**src/hw/rtl/lacc_pkg.sv**
```systemverilog
package lacc_pkg;

  localparam int NCH = 3;
  localparam int QDEPTH = 2;
  localparam int QAW = $clog2(QDEPTH);

  localparam logic [7:0] REG_ALBEDO_RED = 8'd0;
  localparam logic [7:0] REG_ALBEDO_GREEN = 8'd1;
  localparam logic [7:0] REG_ALBEDO_BLUE = 8'd2;
  localparam logic [7:0] REG_FUZZ_GAIN = 8'd3;

  localparam logic [15:0] ALBEDO_RED_RST = 16'd0;
  localparam logic [15:0] ALBEDO_GREEN_RST = 16'd38550;
  localparam logic [15:0] ALBEDO_BLUE_RST = 16'd42205;
  localparam logic [16:0] FUZZ_RST = 17'd19661;
  localparam logic [16:0] FUZZ_ONE = 17'd65536;

  localparam logic [23:0] SUM_MAX = 24'hFFFFFF;
  localparam logic [15:0] OUT_MAX = 16'hFFFF;

  typedef logic [NCH-1:0][15:0] rgb16_t;
  typedef logic [NCH-1:0][31:0] rgb32_t;

  typedef struct packed {
    logic   amb;
    logic   last;
    rgb16_t inten;
    rgb32_t ifz;
    logic [31:0] dotp;
  } entry_t;

endpackage

```
**src/hw/rtl/lacc_front.sv**
```systemverilog
module lacc_front (
  input  logic              clk,
  input  logic              rst,
  input  logic              in_valid,
  output logic              in_stall,
  input  logic              ambient_on,
  input  logic              diffuse_on,
  input  logic [15:0]       intensity_red,
  input  logic [15:0]       intensity_green,
  input  logic [15:0]       intensity_blue,
  input  logic signed [15:0] dir_x,
  input  logic signed [15:0] dir_y,
  input  logic signed [15:0] dir_z,
  input  logic signed [15:0] normal_x,
  input  logic signed [15:0] normal_y,
  input  logic signed [15:0] normal_z,
  input  logic              last_light,
  input  logic [16:0]       fuzz_gain,
  output logic              push,
  output lacc_pkg::entry_t  push_entry,
  input  logic              q_full
);
  import lacc_pkg::*;

  logic        f_valid;
  logic        f_amb, f_dif, f_last;
  rgb16_t      f_inten;
  rgb32_t      f_ifz;
  logic signed [31:0] f_dp0, f_dp1, f_dp2;

  logic        in_fire;
  logic [16:0] fz;
  rgb16_t      inten_in;
  logic [31:0] ifz_full [NCH];
  logic signed [33:0] dot;

  assign in_stall = f_valid && q_full;
  assign in_fire  = in_valid && !in_stall;
  assign push     = f_valid && !q_full;

  assign fz = (fuzz_gain > FUZZ_ONE) ? FUZZ_ONE : fuzz_gain;
  assign inten_in = {intensity_blue, intensity_green, intensity_red};

  // intensity times clamped fuzz stays below 2^32
  always_comb begin
    for (int c = 0; c < NCH; c++) begin
      ifz_full[c] = {16'd0, inten_in[c]} * {15'd0, fz};
    end
  end

  always_ff @(posedge clk) begin
    if (rst) begin
      f_valid <= 1'b0;
    end else if (in_fire) begin
      f_valid <= 1'b1;
    end else if (push) begin
      f_valid <= 1'b0;
    end
  end

  always_ff @(posedge clk) begin
    if (in_fire) begin
      f_amb   <= ambient_on;
      f_dif   <= diffuse_on;
      f_last  <= last_light;
      f_inten <= inten_in;
      for (int c = 0; c < NCH; c++) begin
        f_ifz[c] <= ifz_full[c];
      end
      f_dp0 <= dir_x * normal_x;
      f_dp1 <= dir_y * normal_y;
      f_dp2 <= dir_z * normal_z;
    end
  end

  // dot of up to three Q1.14 products; positive max 3*2^30 fits 32 bits
  assign dot = 34'(f_dp0) + 34'(f_dp1) + 34'(f_dp2);

  always_comb begin
    push_entry.amb   = f_amb;
    push_entry.last  = f_last;
    push_entry.inten = f_inten;
    push_entry.ifz   = f_ifz;
    push_entry.dotp  = (f_dif && dot > 34'sd0) ? dot[31:0] : 32'd0;
  end

endmodule

```
**config.mk**
```make
export PLATFORM = sky130hd
export DESIGN_NAME = lacc_front
export DESIGN_NICKNAME = d
export VERILOG_FILES = /design/src/hw/rtl/lacc_pkg.sv /design/src/hw/rtl/lacc_front.sv
export SDC_FILE = /design/constraint.sdc
export NUM_CORES = 2
export LEC_CHECK = 0
export BUFFER_PORTS_ARGS = -buffer_cell sky130_fd_sc_hd__buf_4
export CORE_MARGIN = 5
export CORE_UTILIZATION = 65
export DETAILED_ROUTE_END_ITERATION = 8
export PLACE_DENSITY = 0.91
export SYNTH_ARGS = -nofsm -noshare
export SYNTH_HDL_FRONTEND = slang
export SYNTH_SLANG_ARGS = --single-unit
```
**constraint.sdc**
```tcl
create_clock -name clk -period 50.4 [get_ports clk]
set_input_delay 15.12 -clock clk [delete_from_list [all_inputs] [get_ports clk]]
set_output_delay 15.12 -clock clk [all_outputs]
set_load 0.005 [all_outputs]
```
Yosys cells after proc, flatten, opt, wreduce, memory -nomap -nowiden --
Index checks and enable logic that the tools add are counted.
Storage, ports and cells: output and inout port bits 180, input port bits 168, logic and storage cells 34, register bits 244
Operators by class: add/subtract/negate cells 2, reduce and logical (&&, ||, !) cells 7, $mul 6, $lt $le $gt $ge 2, muxes and demuxes 4
Operators with widths (number):
- multiplier 16 x 16 -> 32 bit | 3
- multiplier 16 x 17 -> 32 bit | 3
- adder 33 x 32 -> 34 bit | 1
- greater-than comparator 34 x 1 -> 1 bit (second input constant) | 1
- adder 32 x 32 -> 33 bit | 1
- 2-to-1 mux 32 bit | 1
- greater-than comparator 17 bit (second input constant) | 1
- 2-to-1 mux 17 bit | 1
- logical AND 1 bit | 4
- logical NOT 1 bit | 2
- 2-to-1 mux 1 bit | 2
- nonzero test 2 bit | 1

Logic depth before layout (Yosys ltp) --
depth after elaboration 5, gate-level depth with buffers 28, mapped depth without buffers 25

Worst setup path after synthesis --
OpenSTA, ideal clock, no wires.
path type in2out, start input port q_full, end output port in_stall, required time 35.280 ns, buffers on the path 0, stages on the path 1, arrival time 15.283 ns, setup slack 19.997 ns, cells stage by stage and2_1
On the way: longest elaborated chain between the ends 1
Ends and longest elaborated chain:
- start, declared | line lacc_front.sv:21 | input logic q_full
- logical AND 1 bit | line lacc_front.sv:37 | assign in_stall = f_valid && q_full;
- end, declared | line lacc_front.sv:5 | output logic in_stall,
Every way passes these cells.

Worst setup path after layout --
Same ends and word-level chain as after synthesis.

==> results.yml <==
status:
  status: "complete, no violations"
finish:
  seq_area_um2: 7320
  fill_cells: 6577
  fin_nets: 9158
  syn2layout_area_growth_pct: 6.92
  drive_gt1_share_pct: 6.72
  multiInputGateArea_um2: 51300
  num_antenna_cells: 0
sta:
  fmax_mhz: 32.6
  maxSlewViolCount: 0
  post-route-period-util_pct: 60.9
  hold_viol: 0
  rsz0062_at_grt: "false"
  tightest_slew_ns: 1.18
  relSlewSlack_pct: 21.5
  setup_viol: 0
  fin_setup_tns_ns: 0
  period_minus_slack_ns: 30.70
  fin_hold_ws_ns: 0.674
  fin_skew_ns: 0.0206
floorplanning:
  start_util_pct: 65.4
  io_pins: 348
  fp.dieH_um: 327
  num_rows: 116
  fp.coreArea_um2: 100000
  die_w_um: 327
  dieArea_um2: 107000
detailed_routing:
  ant_nets: 0
  first_pass_iters: 6
  drt-vias-per-instance: 5.85
  vias: 48500
  wl_per_cell_um: 19.9
  drt-initial-drc-count: 3860
  finalWirelength_mm: 165
  drc: 0
global_routing:
  antenna_found_initial: 1
  gr-total-overflow: 0
  grt_pass1_vias: 54600
  grt_max_degree: 81
  grt_pass1_wl_mm: 272
  grt_use_total_pct: 31.6
synthesis:
  ys_warn_count: 0
  ys.flop_type: "edfxtp_1"
  synth_common_cells: "1,579 x inv_1, 1,440 x fa_1, 930 x nand2_1"
  synthCells: 6825
  syn_nets: 9014
  synth_cell_types: 85
  synth.top_cell.area_share_pct: 44.1
  ys_seq_area_share_pct: 11.2
  synth.avg_cell_area_um2: 9.59
  ys_ff_latch: 244
  synthArstFlopShare_pct: 0
  synth_edf_count: 243
  post-synth-top-count-cell: "inv_1"
  synth_area_um2: 65400
  yosys.area.top_type: "fa_1"
  synth_area_leaders: "fa_1 44%, edfxtp_1 11%, ha_1 11%"
flow_run:
  cap_violations: 0
clock_tree:
  clk_latency_ns: 0.62
  cts_tree: "built"
  post_cts_buffers: 0
  cts_root_buf: "clkbuf_16"
  ctsResizeCount: 0
  cts_buffer_depth: 3
  clk_pin_slew_ns: 0.07
  numCtsBuffers: 29
  h-tree-depth: 1
  cts.sinks: 244
  cts_hold_buf: 0
setup_path:
  crit_path_end_kind: "primary output"
  crit_path_frequent_cell: "buf_4"
  critical_path.cell_chain: "buf_4 > and2_1 > buf_4"
  slowest_stage: "and2_1"
  critPathRequiredTime_ns: 35.28
  arrival_ns: 15.58
  r2r_slack_ns: 47.10
  cp_top_family: "buffers and inverters"
  slowest_delay_ns: 0.19
  worstSetupStartpointType: "input pin"
  cp_max_fo: 3
  path_buf_inv: 2
  critPathKind: "in2out"
placed_design:
  place_congestion: 0.933
  hpwl_mm: 130
  port_buffers: 347
min_path:
  hp-class: "reg2reg"
cell families after synthesis:
kind of cell	share of synthesized area [%]
xor gates and xnor gates	2.80
DFF	11.2
adders and majority gates	55.2
buffers and inverters	10.6
AOI/OAI and AO/OA	5.17
muxes	0.0612
and+or+nand+nor	15.0
metal layers:
layer	share of wire (%)	GRT usage, %	vias to the layer above	wire length (um)
li1	-	-	20700	-
met1	32	35.7	24200	53400
met2	51	55.3	2777	83500
met3	10	7.43	820	17100
met4	6.6	17.6	0	10900
met5	0	0	-	0
state kept, by name (all words and copies together), names as in the netlist:
name	flops
f_amb	1
f_dif	1
f_dp0	32
f_dp1	32
f_dp2	32
f_last	1
f_valid	1
push_entry	144
metrics by stage:
stage          utilization, %  cell area, um^2  std cells  setup slack [ns]
3_3_place_gp             68.9            68900       8236             19.70
2_1_floorplan               -            65400       6825             20.00
6_report                 69.9            69900       8290             19.70
4_1_cts                  69.9            69900       8290             19.70
5_1_grt                  69.9            69900       8290             19.68
3_5_place_dp             68.9            68900       8236             19.70
worst paths after layout:
kind | startpoint | end | depth (start not counted)
worst max-delay path | q_full | in_stall | 3
worst min-delay path | f_valid | f_valid | 3
worst max register to register | f_valid | push_entry[150] | 4
worst min register to register | f_valid | f_valid | 3
cell usage in the layout (no fill, tap or decap), drive strengths merged, types with 9 or more instances in the layout:
cell type	netlist	final
inv	1579	1583
nand4	11	11
nor4	9	9
nor3	34	34
and2	690	690
and3	15	15
fa	1440	1440
xnor2	169	169
a31oi	9	9
clkbuf	238	31
a211oi	20	20
o21bai	29	29
nor2b	35	35
clkinv	0	11
ha	581	581
edfxtp	243	243
a21o	77	77
xor2	40	40
nand3	35	35
a21oi	153	153
nor2	154	154
o21ai	99	99
nand2b	63	63
o21a	29	29
buf	15	367
nand2	930	930
final cells by class:
type | count | share of cell area [%]
clock buffer | 31 | 1.05
clock inverter | 23 | 0.406
inverter | 1579 | 8.47
multi-input combinational | 4748 | 73.3
sequential | 244 | 10.5
tap | 1298 | 2.32
timing repair buffer | 367 | 3.94
worst min-delay path, cell delays in order (launching register included):
cell and delay [ns]:
dfxtp_1 0.31, and2_1 0.18, nor2_1 0.10, nor2_1 0.05
Power is left out: the tool's default activity adds up to more than one toggle a clock period on the data nets, which glitch-free logic cannot reach.
