### config.mk
export PLATFORM = sky130hd
export DESIGN_NAME = lacc_queue
export DESIGN_NICKNAME = d
export VERILOG_FILES = /design/src/hw/rtl/lacc_pkg.sv /design/src/hw/rtl/lacc_queue.sv
export SDC_FILE = /design/constraint.sdc
export NUM_CORES = 1
export LEC_CHECK = 0
export BUFFER_PORTS_ARGS = -buffer_cell sky130_fd_sc_hd__buf_2
export CAP_MARGIN = 20
export CORE_UTILIZATION = 56
export CTS_CLUSTER_DIAMETER = 150
export DETAILED_ROUTE_END_ITERATION = 8
export GPL_TIMING_DRIVEN = 1
export PLACE_DENSITY_LB_ADDON = 0.25
export RECOVER_POWER = 100
export SYNTH_ARGS = -nofsm -noshare
export SYNTH_HDL_FRONTEND = slang
export SYNTH_SLANG_ARGS = --single-unit
### constraint.sdc
create_clock -name clk -period 17.7 [get_ports clk]
set_input_delay 0.885 -clock clk [delete_from_list [all_inputs] [get_ports clk]]
set_output_delay 0.885 -clock clk [all_outputs]
set_load 0.005 [all_outputs]
### src/hw/rtl/lacc_pkg.sv
package lacc_pkg;

  localparam int NCH = 3;
  localparam int QDEPTH = 2;
  localparam int QAW = $clog2(QDEPTH);

  localparam logic [7:0] REG_ALBEDO_RED = 8'd0;
  localparam logic [7:0] REG_ALBEDO_GREEN = 8'd1;
  localparam logic [7:0] REG_ALBEDO_BLUE = 8'd2;
  localparam logic [7:0] REG_FUZZ_GAIN = 8'd3;

  localparam logic [15:0] ALBEDO_RED_RST = 16'd0;
  localparam logic [15:0] ALBEDO_GREEN_RST = 16'd38550;
  localparam logic [15:0] ALBEDO_BLUE_RST = 16'd42205;
  localparam logic [16:0] FUZZ_RST = 17'd19661;
  localparam logic [16:0] FUZZ_ONE = 17'd65536;

  localparam logic [23:0] SUM_MAX = 24'hFFFFFF;
  localparam logic [15:0] OUT_MAX = 16'hFFFF;

  typedef logic [NCH-1:0][15:0] rgb16_t;
  typedef logic [NCH-1:0][31:0] rgb32_t;

  typedef struct packed {
    logic   amb;
    logic   last;
    rgb16_t inten;
    rgb32_t ifz;
    logic [31:0] dotp;
  } entry_t;

endpackage

### src/hw/rtl/lacc_queue.sv
module lacc_queue (
  input  logic             clk,
  input  logic             rst,
  input  logic             push,
  input  lacc_pkg::entry_t push_entry,
  output logic             full,
  input  logic             pop,
  output lacc_pkg::entry_t pop_entry,
  output logic             empty
);
  import lacc_pkg::*;

  entry_t         mem [QDEPTH];
  logic [QAW-1:0] wr_ptr, rd_ptr;
  logic [QAW:0]   count;

  assign full      = (count == (QAW+1)'(QDEPTH));
  assign empty     = (count == '0);
  assign pop_entry = mem[rd_ptr];

  always_ff @(posedge clk) begin
    if (rst) begin
      wr_ptr <= '0;
      rd_ptr <= '0;
      count  <= '0;
    end else begin
      if (push) begin
        wr_ptr <= (wr_ptr == QAW'(QDEPTH-1)) ? '0 : wr_ptr + 1'b1;
      end
      if (pop) begin
        rd_ptr <= (rd_ptr == QAW'(QDEPTH-1)) ? '0 : rd_ptr + 1'b1;
      end
      unique case ({push, pop})
        2'b10:   count <= count + 1'b1;
        2'b01:   count <= count - 1'b1;
        default: count <= count;
      endcase
    end
  end

  always_ff @(posedge clk) begin
    if (push) begin
      mem[wr_ptr] <= push_entry;
    end
  end

endmodule

# After elaboration in Yosys (flattened, before gate mapping)
# Memory sizes are Yosys's and may differ from the RTL's. A register that Yosys moved wholly into a read port is not among the register bits.
# Index checks and enable logic that the tools add are counted.
[classes]
n_addsub = 4
multipliers = 0
n_div = 0
magnitude_cmp = 0
n_eq_ne = 3
shift = 0
mux = 7
bitwise = 0
reduce_logical = 2
[op_table]
columns = ["cell", "count"]
rows = [
  ["$mux W1", 6],
  ["$eq A2 B2 Y1 const B", 2],
  ["$pmux W2 S2", 1],
  ["$add A1 B1 Y1 const B", 2],
  ["$add A2 B1 Y2 const B", 1],
  ["$eq A2 B1 Y1 const B", 1],
  ["$logic_not A2 Y1", 1],
  ["$reduce_bool A2 Y1", 1],
  ["$sub A2 B1 Y2 const B", 1],
]
[totals]
regBits = 4
latchBits = 0
ram_bits = 356
romBits = 0
input_bits = 182
out_inout_bits = 180
memories = 1
[memory_table]
columns = ["name", "words", "width", "rd", "rd_ports_with_merged_regs", "write_ports", "line", "text"]
rows = [
  ["mem", 2, 178, 1, 1, 1, "lacc_queue.sv:13", "entry_t mem [QDEPTH];"],
]

# Logic depth before layout (Yosys ltp)
# Gate-level depths: netlist (run 1).
[logic_depth]
word_depth = 4
depth_mapped = 5
ltp_nobuf = 5

# Least setup slack after synthesis (run 1)
# Ideal clock, no wire load.
[synth_timing]
path_type = "input port to flip-flop"
from = "in push"
to = "mem mem[0][0] in the netlist's numbering, enable pin"
setup_time_ns = 0.724
arrival_ns = 8.395
required_time_ns = 16.976
slack_ns = 8.581
stages = 2
path_buffers = 0
cell_sequence = "inv_1 nor2_1"
[synth_via]
elab_chain_cells = 2
[synth_lines]
columns = ["item", "line", "text"]
rows = [
  ["start, declared", "lacc_queue.sv:4", "input logic push,"],
  ["$mux W1", "lacc_queue.sv:42", "if (push) begin"],
  ["$mux W1 (not written as such)", "lacc_queue.sv:43", "mem[wr_ptr] <= push_entry;"],
  ["end, declared", "lacc_queue.sv:13", ""],
]
# No other way between the ends.

==> results of run 1 <==
sequential cells by signal, indices dropped and copies added (netlist names), named ones only:
register and cells:
mem 356, count 2, wr_ptr 1, rd_ptr 1
where the power goes:
part / leakage, nW / internal [mW] / switching (mW)
registers: 3.38 / 1.00 / 0.0165
clock network: 0.545 / 0.426 / 0.289
logic: 1.84 / 0.0797 / 0.0891
worst max-delay path: stages (launching register included):
cell	delay [ps]
dfxtp_1	2010
clkbuf_1	2560
clkbuf_1	1470
mux2_1	420
buf_2	140
kinds of logic after synthesis:
| group | synth area share (%) |
|---|---|
| flops | 80.1 |
| mux | 17.7 |
| compound gates | 0.0742 |
| xor+xnor | 0.260 |
| buf+inv | 1.47 |
| fa+ha+maj | 0.0929 |
| simple gates | 0.325 |
through the flow:
step | instances | area (sq um) | util, %
after floorplan | 576 | 13500 | -
after global placement | 1243 | 15500 | 66.0
after detailed placement | 1243 | 15500 | 66.0
after CTS | 1306 | 16700 | 70.8
after global routing | 1307 | 16100 | 68.4
final | 1310 | 16100 | 68.4
placed cells by master (no fill, tap or decap):
cell / n
mux2_1: 104
clkbuf_16: 37
mux2_2: 71
dfxtp_1: 5
or3_1: 1
bufinv_16: 3
edfxtp_1: 356
inv_1: 1
xor2_1: 1
and2b_2: 1
nor2_1: 6
o21ai_0: 1
clkbuf_1: 136
buf_2: 241
a21oi_1: 1
and2_0: 1
ha_1: 1
xnor2_1: 3
clkinv_1: 8
diode_2: 4
clkinv_2: 6
mux2_4: 3
per-layer routing:
metal / wire [um] / track usage [%]
met2: 13300 / 36.3
met1: 9590 / 22.3
met5: 51 / 0
met4: 575 / 6.89
met3: 2910 / 8.34
worst max-delay path by stage:
stage	cells after the start	slack, ps	end	start
floorplan	2	8580	mem[0][0]	push
global placement	4	13830	pop_entry[100]	flop
detailed placement	4	13810	pop_entry[100]	flop
CTS	4	13260	pop_entry[100]	flop
global route	4	8990	pop_entry[100]	flop
finish	4	9620	pop_entry[100]	flop
layout make-up:
type / count / share of cell area, %
Multi-Input combinational cell: 194 / 13.1
Inverter: 1 / 0.0233
Antenna cell: 4 / 0.0621
Timing Repair Buffer: 368 / 10.4
Sequential cell: 361 / 67.0
Clock inverter: 17 / 0.932
Clock buffer: 46 / 5.96
Tap cell: 319 / 2.48
==> impl_metrics.ini, run 1 <==
[logic_synthesis]
synth-edff-count = 356
synth_cell_type_count = 17
syn_area_sq_mm = 0.0135
synthTopCellsByCount = 356 x edfxtp_1, 100 x mux2_4, 77 x mux2_2
synthTopCellsByArea = edfxtp_1 79%, mux2_4 11%, mux2_2 6.4%
yosysMostFrequentCell = edfxtp_1
synthArstFlopShare_pct = 0
ys_seq_area_share_pct = 80.1
synth_area_leader_cell = edfxtp_1
synth.top_cell.area_share_pct = 79.4
ys_dominant_reg_cell = edfxtp_1
mappedNetlistNets = 759
synthesis.instances = 576
avgSynthCellArea_sq_um = 23.4
ys_ff_latch = 361
yosys_warnings = 0

[clocking]
clkTransAtPathRegs_ps = 60
cts_resized = 0
cts.sinks = 361
htree_levels = 2
ctsHoldBuffers = 0
cts_setup_buffers = 0
cts_tree = done
cts_buffers = 37
root_buffer = clkbuf_16
clk_latency_ps = 500
clk_path_buf_depth = 3

[worst_hold_path]
hp-class = reg2reg
hold_end = count[1]
hp-start = count[1]
hold_depth = 2

[cells_and_area]
drive_above_1_share_pct = 36.7
finalNetCount = 1146
fill_cells = 1740
layout.area.seq_sq_mm = 0.0108
multiInputGateArea_sq_mm = 0.00212
syn2layout_area_growth_pct = 19.6

[floorplan]
initial_core_util_pct = 57.2
rows = 56
core_sq_mm = 0.0235
dieArea_sq_mm = 0.0247
die_width_um = 157
die_h_um = 157
pin_count = 362

[job]
maxCapViolations = 10

[global_route]
grt_util_all_layers_pct = 20.5
overflow = 0
grt_pass1_vias = 6818
grt_max_degree = 78
grt_pass1_wl_um = 37100
antenna_found_initial = 11

[routing]
vias_per_cell = 5.11
firstDrtPassIters = 4
drtIter0Drc = 359
ant_nets = 0
detail_route.wl_per_cell_um = 20.2
route.detailed.drc = 0
wirelength_um = 26500
via_count = 6699

[sta]
worst_slew_pin_slew_ps = 4360
period_share_pct = 45.6
drv_slew = 551
hold_viol_final = 0
setup_ws_ps = 9620
max_slew_margin_pct = -191
rsz0062_at_grt = no
whs_ps = 520
finalClockSkew_ps = 12.7
setup_violations = 0
timing.fmax_mhz = 124
min_period_ps = 8080
fin_setup_tns_ps = 0

[critical_path]
cp.required_ps = 16820
regToRegStartpoint = wr_ptr
worst-r2r-setup-slack_ps = 11380
worstPathArrival_ps = 7190
timing.rr.end = mem[1][91]
startpoint_type = flop
worstPathMaxFanout = 60
crit_path_end_kind = primary output
r2r_cells = 2
path_class = reg2out

[pwr]
leakagePower_nw = 5.77
irDropWorstVdd_mv = 0.0824
power.total_mw = 1.91
powerDensity_mw_per_mm2 = 118

[place]
place_congestion = 0.802
io_buffers = 361
hpwlAfterDp_um = 17900
pre_cts_ws_ps = 13810

[run_status]
violations = max-capacitance violations, max-slew violations
status = finished with violations
No activity file was read; power rests on OpenSTA's default activity.
==> run 2, diff against run 1 <==
Settings changed: ABC_AREA set to 1, CORE_UTILIZATION 56 to 47.
Clock period 17.7 ns to 6.7 ns, I/O delays scaled along.
==> run 2 against run 1 <==
  * Clock-buffer cell count is 4 higher
  * Wire length is 2.3% lower
  * Critical endpoint is now mem[0][62]
  * Cell count is 6.0% higher
  * The flow still finishes with violations (max-capacitance violations, max-slew violations)
  * Flip-flop and latch count stayed put
  * Largest cell class unchanged
  * Sequential power grew to 2.6 times the previous value
  * Clock skew is 3.8 ps lower
  * Register-to-register slack worse by 9000 ps
==> impl_metrics.ini, run 2 <==
[floorplan]
dieArea_sq_mm = 0.0294
pin_count = 362
core_sq_mm = 0.0280
die_width_um = 171
initial_core_util_pct = 48.2
die_h_um = 171
rows = 61

[worst_hold_path]
hp-start = push_entry[32]
hold_depth = 1
hold_end = mem[1][32]
hp-class = in2reg

[logic_synthesis]
synthTopCellsByCount = 356 x edfxtp_1, 101 x mux2_4, 77 x mux2_2
synth_cell_type_count = 15
ys_dominant_reg_cell = edfxtp_1
synth_area_leader_cell = edfxtp_1
syn_area_sq_mm = 0.0135
synth-edff-count = 356
avgSynthCellArea_sq_um = 23.0
ys_ff_latch = 361
ys_seq_area_share_pct = 80.0
synthTopCellsByArea = edfxtp_1 79%, mux2_4 11%, mux2_2 6.4%
synth.top_cell.area_share_pct = 79.2
synthesis.instances = 587
yosysMostFrequentCell = edfxtp_1
yosys_warnings = 0
synthArstFlopShare_pct = 0
mappedNetlistNets = 770

[critical_path]
startpoint_type = flop
slowest_delay_ps = 1780
worstPathMaxFanout = 76
worstPathArrival_ps = 4410
r2r_cells = 2
worstPathCellList = nor2_1, clkbuf_2
cp_slowest_cell = nor2_1
cp_top_family = simple AND/OR/NAND/NOR gates
timing.rr.end = mem[0][62]
worst-r2r-setup-slack_ps = 2360
path_class = reg2reg
crit_path_end_kind = flop
cp.required_ps = 6770
regToRegStartpoint = wr_ptr
worstPathBufferInverterCount = 1

[routing]
wirelength_um = 25800
firstDrtPassIters = 6
detail_route.wl_per_cell_um = 18.6
ant_nets = 0
route.detailed.drc = 0
via_count = 6802
vias_per_cell = 4.90
drtIter0Drc = 366

[job]
maxCapViolations = 2

[clocking]
clk_latency_ps = 500
root_buffer = clkbuf_16
clkTransAtPathRegs_ps = 60
cts.sinks = 361
cts_tree = done
cts_buffers = 37
cts_setup_buffers = 0
clk_path_buf_depth = 3
htree_levels = 2

[cells_and_area]
layout_common_cells = 356 x edfxtp_1, 233 x buf_2, 134 x clkbuf_1
fin_util_pct = 58.3
drive_above_1_share_pct = 36.0
finalNetCount = 1168
largestRegisters = mem (356), count (2)
final_common_cell = edfxtp_1
regMostFlops = mem
largest_reg_flops = 356
syn2layout_area_growth_pct = 21.0

[global_route]
grt_util_all_layers_pct = 16.9
grt_max_degree = 151
grt_pass1_wl_um = 37300
grt_pass1_vias = 6919
antenna_found_initial = 9
overflow = 0

[sta]
finalClockSkew_ps = 8.92
hold_viol_final = 0
fin_setup_tns_ps = 0
drv_slew = 108
setup_violations = 0
period_share_pct = 64.8
setup_ws_ps = 2360
worst_slew_pin_slew_ps = 2410
timing.fmax_mhz = 230
min_period_ps = 4340
rsz0062_at_grt = no
max_slew_margin_pct = -61.4

[pwr]
leakagePower_nw = 5.85
irDropWorstVdd_mv = 0.241
powerDensity_mw_per_mm2 = 303

[run_status]
violations = max-capacitance violations, max-slew violations
status = finished with violations

[place]
pre_cts_ws_ps = 3930
io_buffers = 361
hpwlAfterDp_um = 16700
place_congestion = 0.721
[run 2: changes by cell type in the layout (fill, tap and decap cells not counted), sizes merged, moves of 2 or more]
cell         before  now
clkbuf          173  177
buf             241  239
inv               1    7
xnor2             3    1
dlygate4sd3       0   13
diode             4    1
bufinv            3    1
nor2              6   10
nand2             0    5
[run 2: cell families (layout without fill, tap and decap cells)]
| family | Yosys count | count (layout) | share of synthesized area (%) |
|---|---|---|---|
| fa+ha+maj | 1 | 1 | 0.0927 |
| simple gates | 17 | 17 | 0.501 |
| flops | 361 | 361 | 80.0 |
| buf+inv | 27 | 450 | 1.63 |
| mux | 178 | 178 | 17.7 |
| other cells | 0 | 1 | 0 |
| xor+xnor | 1 | 1 | 0.0649 |
| compound gates | 2 | 2 | 0.0741 |
[run 2: routing by layer]
layer,vias to the layer above,wire [um],GRT usage (%)
li1,3124,-,-
met3,47,2940,7.71
met4,14,446,4.93
met5,-,90,0
met1,3321,9840,19.4
met2,296,12500,28.4
[run 2: through the flow]
| stage | hold WS, ps | power (mW) | instances | area [sq um] |
|---|---|---|---|---|
| after CTS | 0.0300 | 5.09 | 1383 | 16800 |
| after global routing | 0.00555 | 5.13 | 1389 | 16300 |
| after global placement | 491 | 3.20 | 1311 | 15600 |
| after detailed placement | 525 | 3.21 | 1311 | 15600 |
| after floorplan | 407 | 3.00 | 587 | 13500 |
| final | 23.0 | 4.95 | 1389 | 16300 |
[run 2: area by class of cell]
cell class | count | area (sq um)
inverter | 7 | 31.3
multi-input combinational | 199 | 2110
tap | 378 | 473
sequential | 361 | 10800
antenna | 1 | 2.50
clock buffer | 50 | 1010
fill | 2248 | 11700
timing repair buffer | 379 | 1830
clock inverter | 14 | 88.8
[run 2: how the worst max path moves through the flow]
| stage | from | to | slack [ps] | cells past startpoint |
|---|---|---|---|---|
| floorplan | push | mem[0][0] | 1250 | 2 |
| global placement | push | mem[1][53] | 3950 | 4 |
| detailed placement | push | mem[1][52] | 3930 | 4 |
| CTS | flop | pop_entry[168] | 3730 | 3 |
| global route | wr_ptr | mem[0][100] | 2010 | 2 |
| finish | wr_ptr | mem[0][62] | 2360 | 2 |
[run 2: report_power, final]
| group | switching, mW | total, mW | internal [mW] |
|---|---|---|---|
| combinational | 0.227 | 0.427 | 0.200 |
| sequential | 0.0309 | 2.65 | 2.62 |
| clock | 0.772 | 1.87 | 1.09 |
[run 2: timing repair]
action,4_1_cts,5_1_grt
resized for setup,0,0
hold endpoints to repair,16,8
hold buffers,8,5
[run 2: worst register-to-register path, delay by kind of cell, from the launching register on]
kind | cells | cell delay [ps]
simple gates | 1 | 1780
buf+inv | 1 | 1720
flops | 1 | 330
==> run 3, diff against run 2 <==
Settings changed: ABC_AREA 1 to 0.
Clock period 6.7 ns to 3.9 ns, I/O delays scaled along.
==> run 3 against run 2 <==
  * The flow now finishes without violations
  * Core utilization grew 6.1 points
  * Worst setup slack lost 1100 ps
  * Combinational power grew 120%
  * Register-to-register slack lost 340 ps
  * First-iteration DRC count grew 3.6%
  * Final area grew 10%
  * Power grew 79%
  * Largest cell class unchanged
==> impl_metrics.ini, run 3 (same netlist as run 1, synthesis figures left out) <==
[run_status]
status = finished, final reports clean

[routing]
vias_per_cell = 4.76
ant_nets = 0
via_count = 7379
firstDrtPassIters = 4
detail_route.wl_per_cell_um = 17.9
route.detailed.drc = 0
drtIter0Drc = 379
wirelength_um = 27700

[clocking]
ctsHoldBuffers = 180
cts.sinks = 361
clk_path_buf_depth = 3
clkTransAtPathRegs_ps = 60
cts_buffers = 38
root_buffer = clkbuf_16
cts_resized = 0
htree_levels = 2
clk_latency_ps = 510
cts_tree = done
cts_setup_buffers = 0

[worst_hold_path]
hp-class = in2reg

[sta]
min_period_ps = 2640
period_share_pct = 67.6
drv_slew = 0
max_slew_margin_pct = 27.4
setup_violations = 0
finalClockSkew_ps = 14.6
timing.fmax_mhz = 379
rsz0062_at_grt = no
worst_slew_pin_slew_ps = 1090
hold_viol_final = 0
fin_setup_tns_ps = 0

[cells_and_area]
final_common_cell = edfxtp_1
regMostFlops = mem
layout_common_cells = 356 x edfxtp_1, 200 x buf_2, 180 x dlygate4sd3_1
largest_reg_flops = 356
fin_util_pct = 64.4
drive_above_1_share_pct = 29.1
finalNetCount = 1325
largestRegisters = mem (356), count (2)
final_cells = 1551
syn2layout_area_growth_pct = 34.0

[pwr]
p_comb_share_pct = 10.4
p_seq_share_pct = 52.1
internal_power_mw = 6.97
irDropWorstVdd_mv = 0.444
powerDensity_mw_per_mm2 = 490
power_frac_clock_pct = 37.5
swShare_pct = 21.1
p_sw_mw = 1.86
power.total_mw = 8.83
leakagePower_nw = 6.48

[critical_path]
worstPathMaxFanout = 76
slowest_delay_ps = 910
worstPathCellList = buf_12, mux2_2, buf_2
cp.required_ps = 3700
cp_slowest_cell = dfxtp_1
path_class = reg2out
cp_top_family = flip-flops
startpoint_type = flop
worstPathBufferInverterCount = 2
worstPathArrival_ps = 2440
crit_path_end_kind = primary output

[global_route]
overflow = 0
grt_util_all_layers_pct = 18.4
grt_pass1_wl_um = 40600
grt_pass1_vias = 7662
antenna_found_initial = 3
grt_max_degree = 179

[floorplan]
rows = 61
initial_core_util_pct = 48.1
die_width_um = 171
core_sq_mm = 0.0280
dieArea_sq_mm = 0.0293
die_h_um = 171
pin_count = 362

[place]
placed_cells = 1300
io_buffers = 361
hpwlAfterDp_um = 17000
place_congestion = 0.753

[job]
maxCapViolations = 0
[run 3: path summary, 6_finish.rpt]
check | startpoint | endpoint | slack (ps) | cells past startpoint
hold / removal | pop | rd_ptr | 20 | 3
setup reg to reg | wr_ptr | mem[1][85] | 2020 | 2
setup / recovery | flop | pop_entry[39] | 1260 | 3
hold reg to reg | count[1] | count[1] | 520 | 2
[run 3: layer usage]
metal	global-route usage, %	up-vias	share of wire [%]
met1	21.5	3574	39
met5	0	-	0.050
li1	-	3443	-
met2	31.9	312	50
met3	6.19	48	9.1
met4	6.33	2	2.3
[run 3: per-stage QoR]
stage | instance area (sq um) | setup WS (ps) | hold WS [ps]
after floorplan | 13500 | 501 | 264
after global placement | 15700 | 2120 | 383
after detailed placement | 15700 | 2120 | 386
after CTS | 18600 | 1590 | 2.07
after global routing | 18000 | 1100 | 30.1
final | 18000 | 1260 | 20.6
[run 3: power by group through the flow]
stage / registers (mW) / logic (mW) / clock network [mW]
global placement: 4.68 / 0.906 / 0
detailed placement: 4.69 / 0.916 / 0
global route: 4.62 / 1.01 / 3.54
CTS: 4.61 / 1.07 / 3.40
floorplan: 4.67 / 0.538 / 0
finish: 4.60 / 0.921 / 3.31
[run 3: final cells by class]
cell class	count	area [sq um]
inverters	1	3.75
flip-flops and latches	361	10800
fillers	2091	9960
clock buffers	48	1010
well taps	378	473
diodes	3	7.51
clock inverters	20	143
multi-input cells	194	2120
repair buffers	546	3500
[run 3: worst min-delay path, stage by stage]
cell and delay (ps):
buf_2 120, xnor2_1 80, nor2_1 90
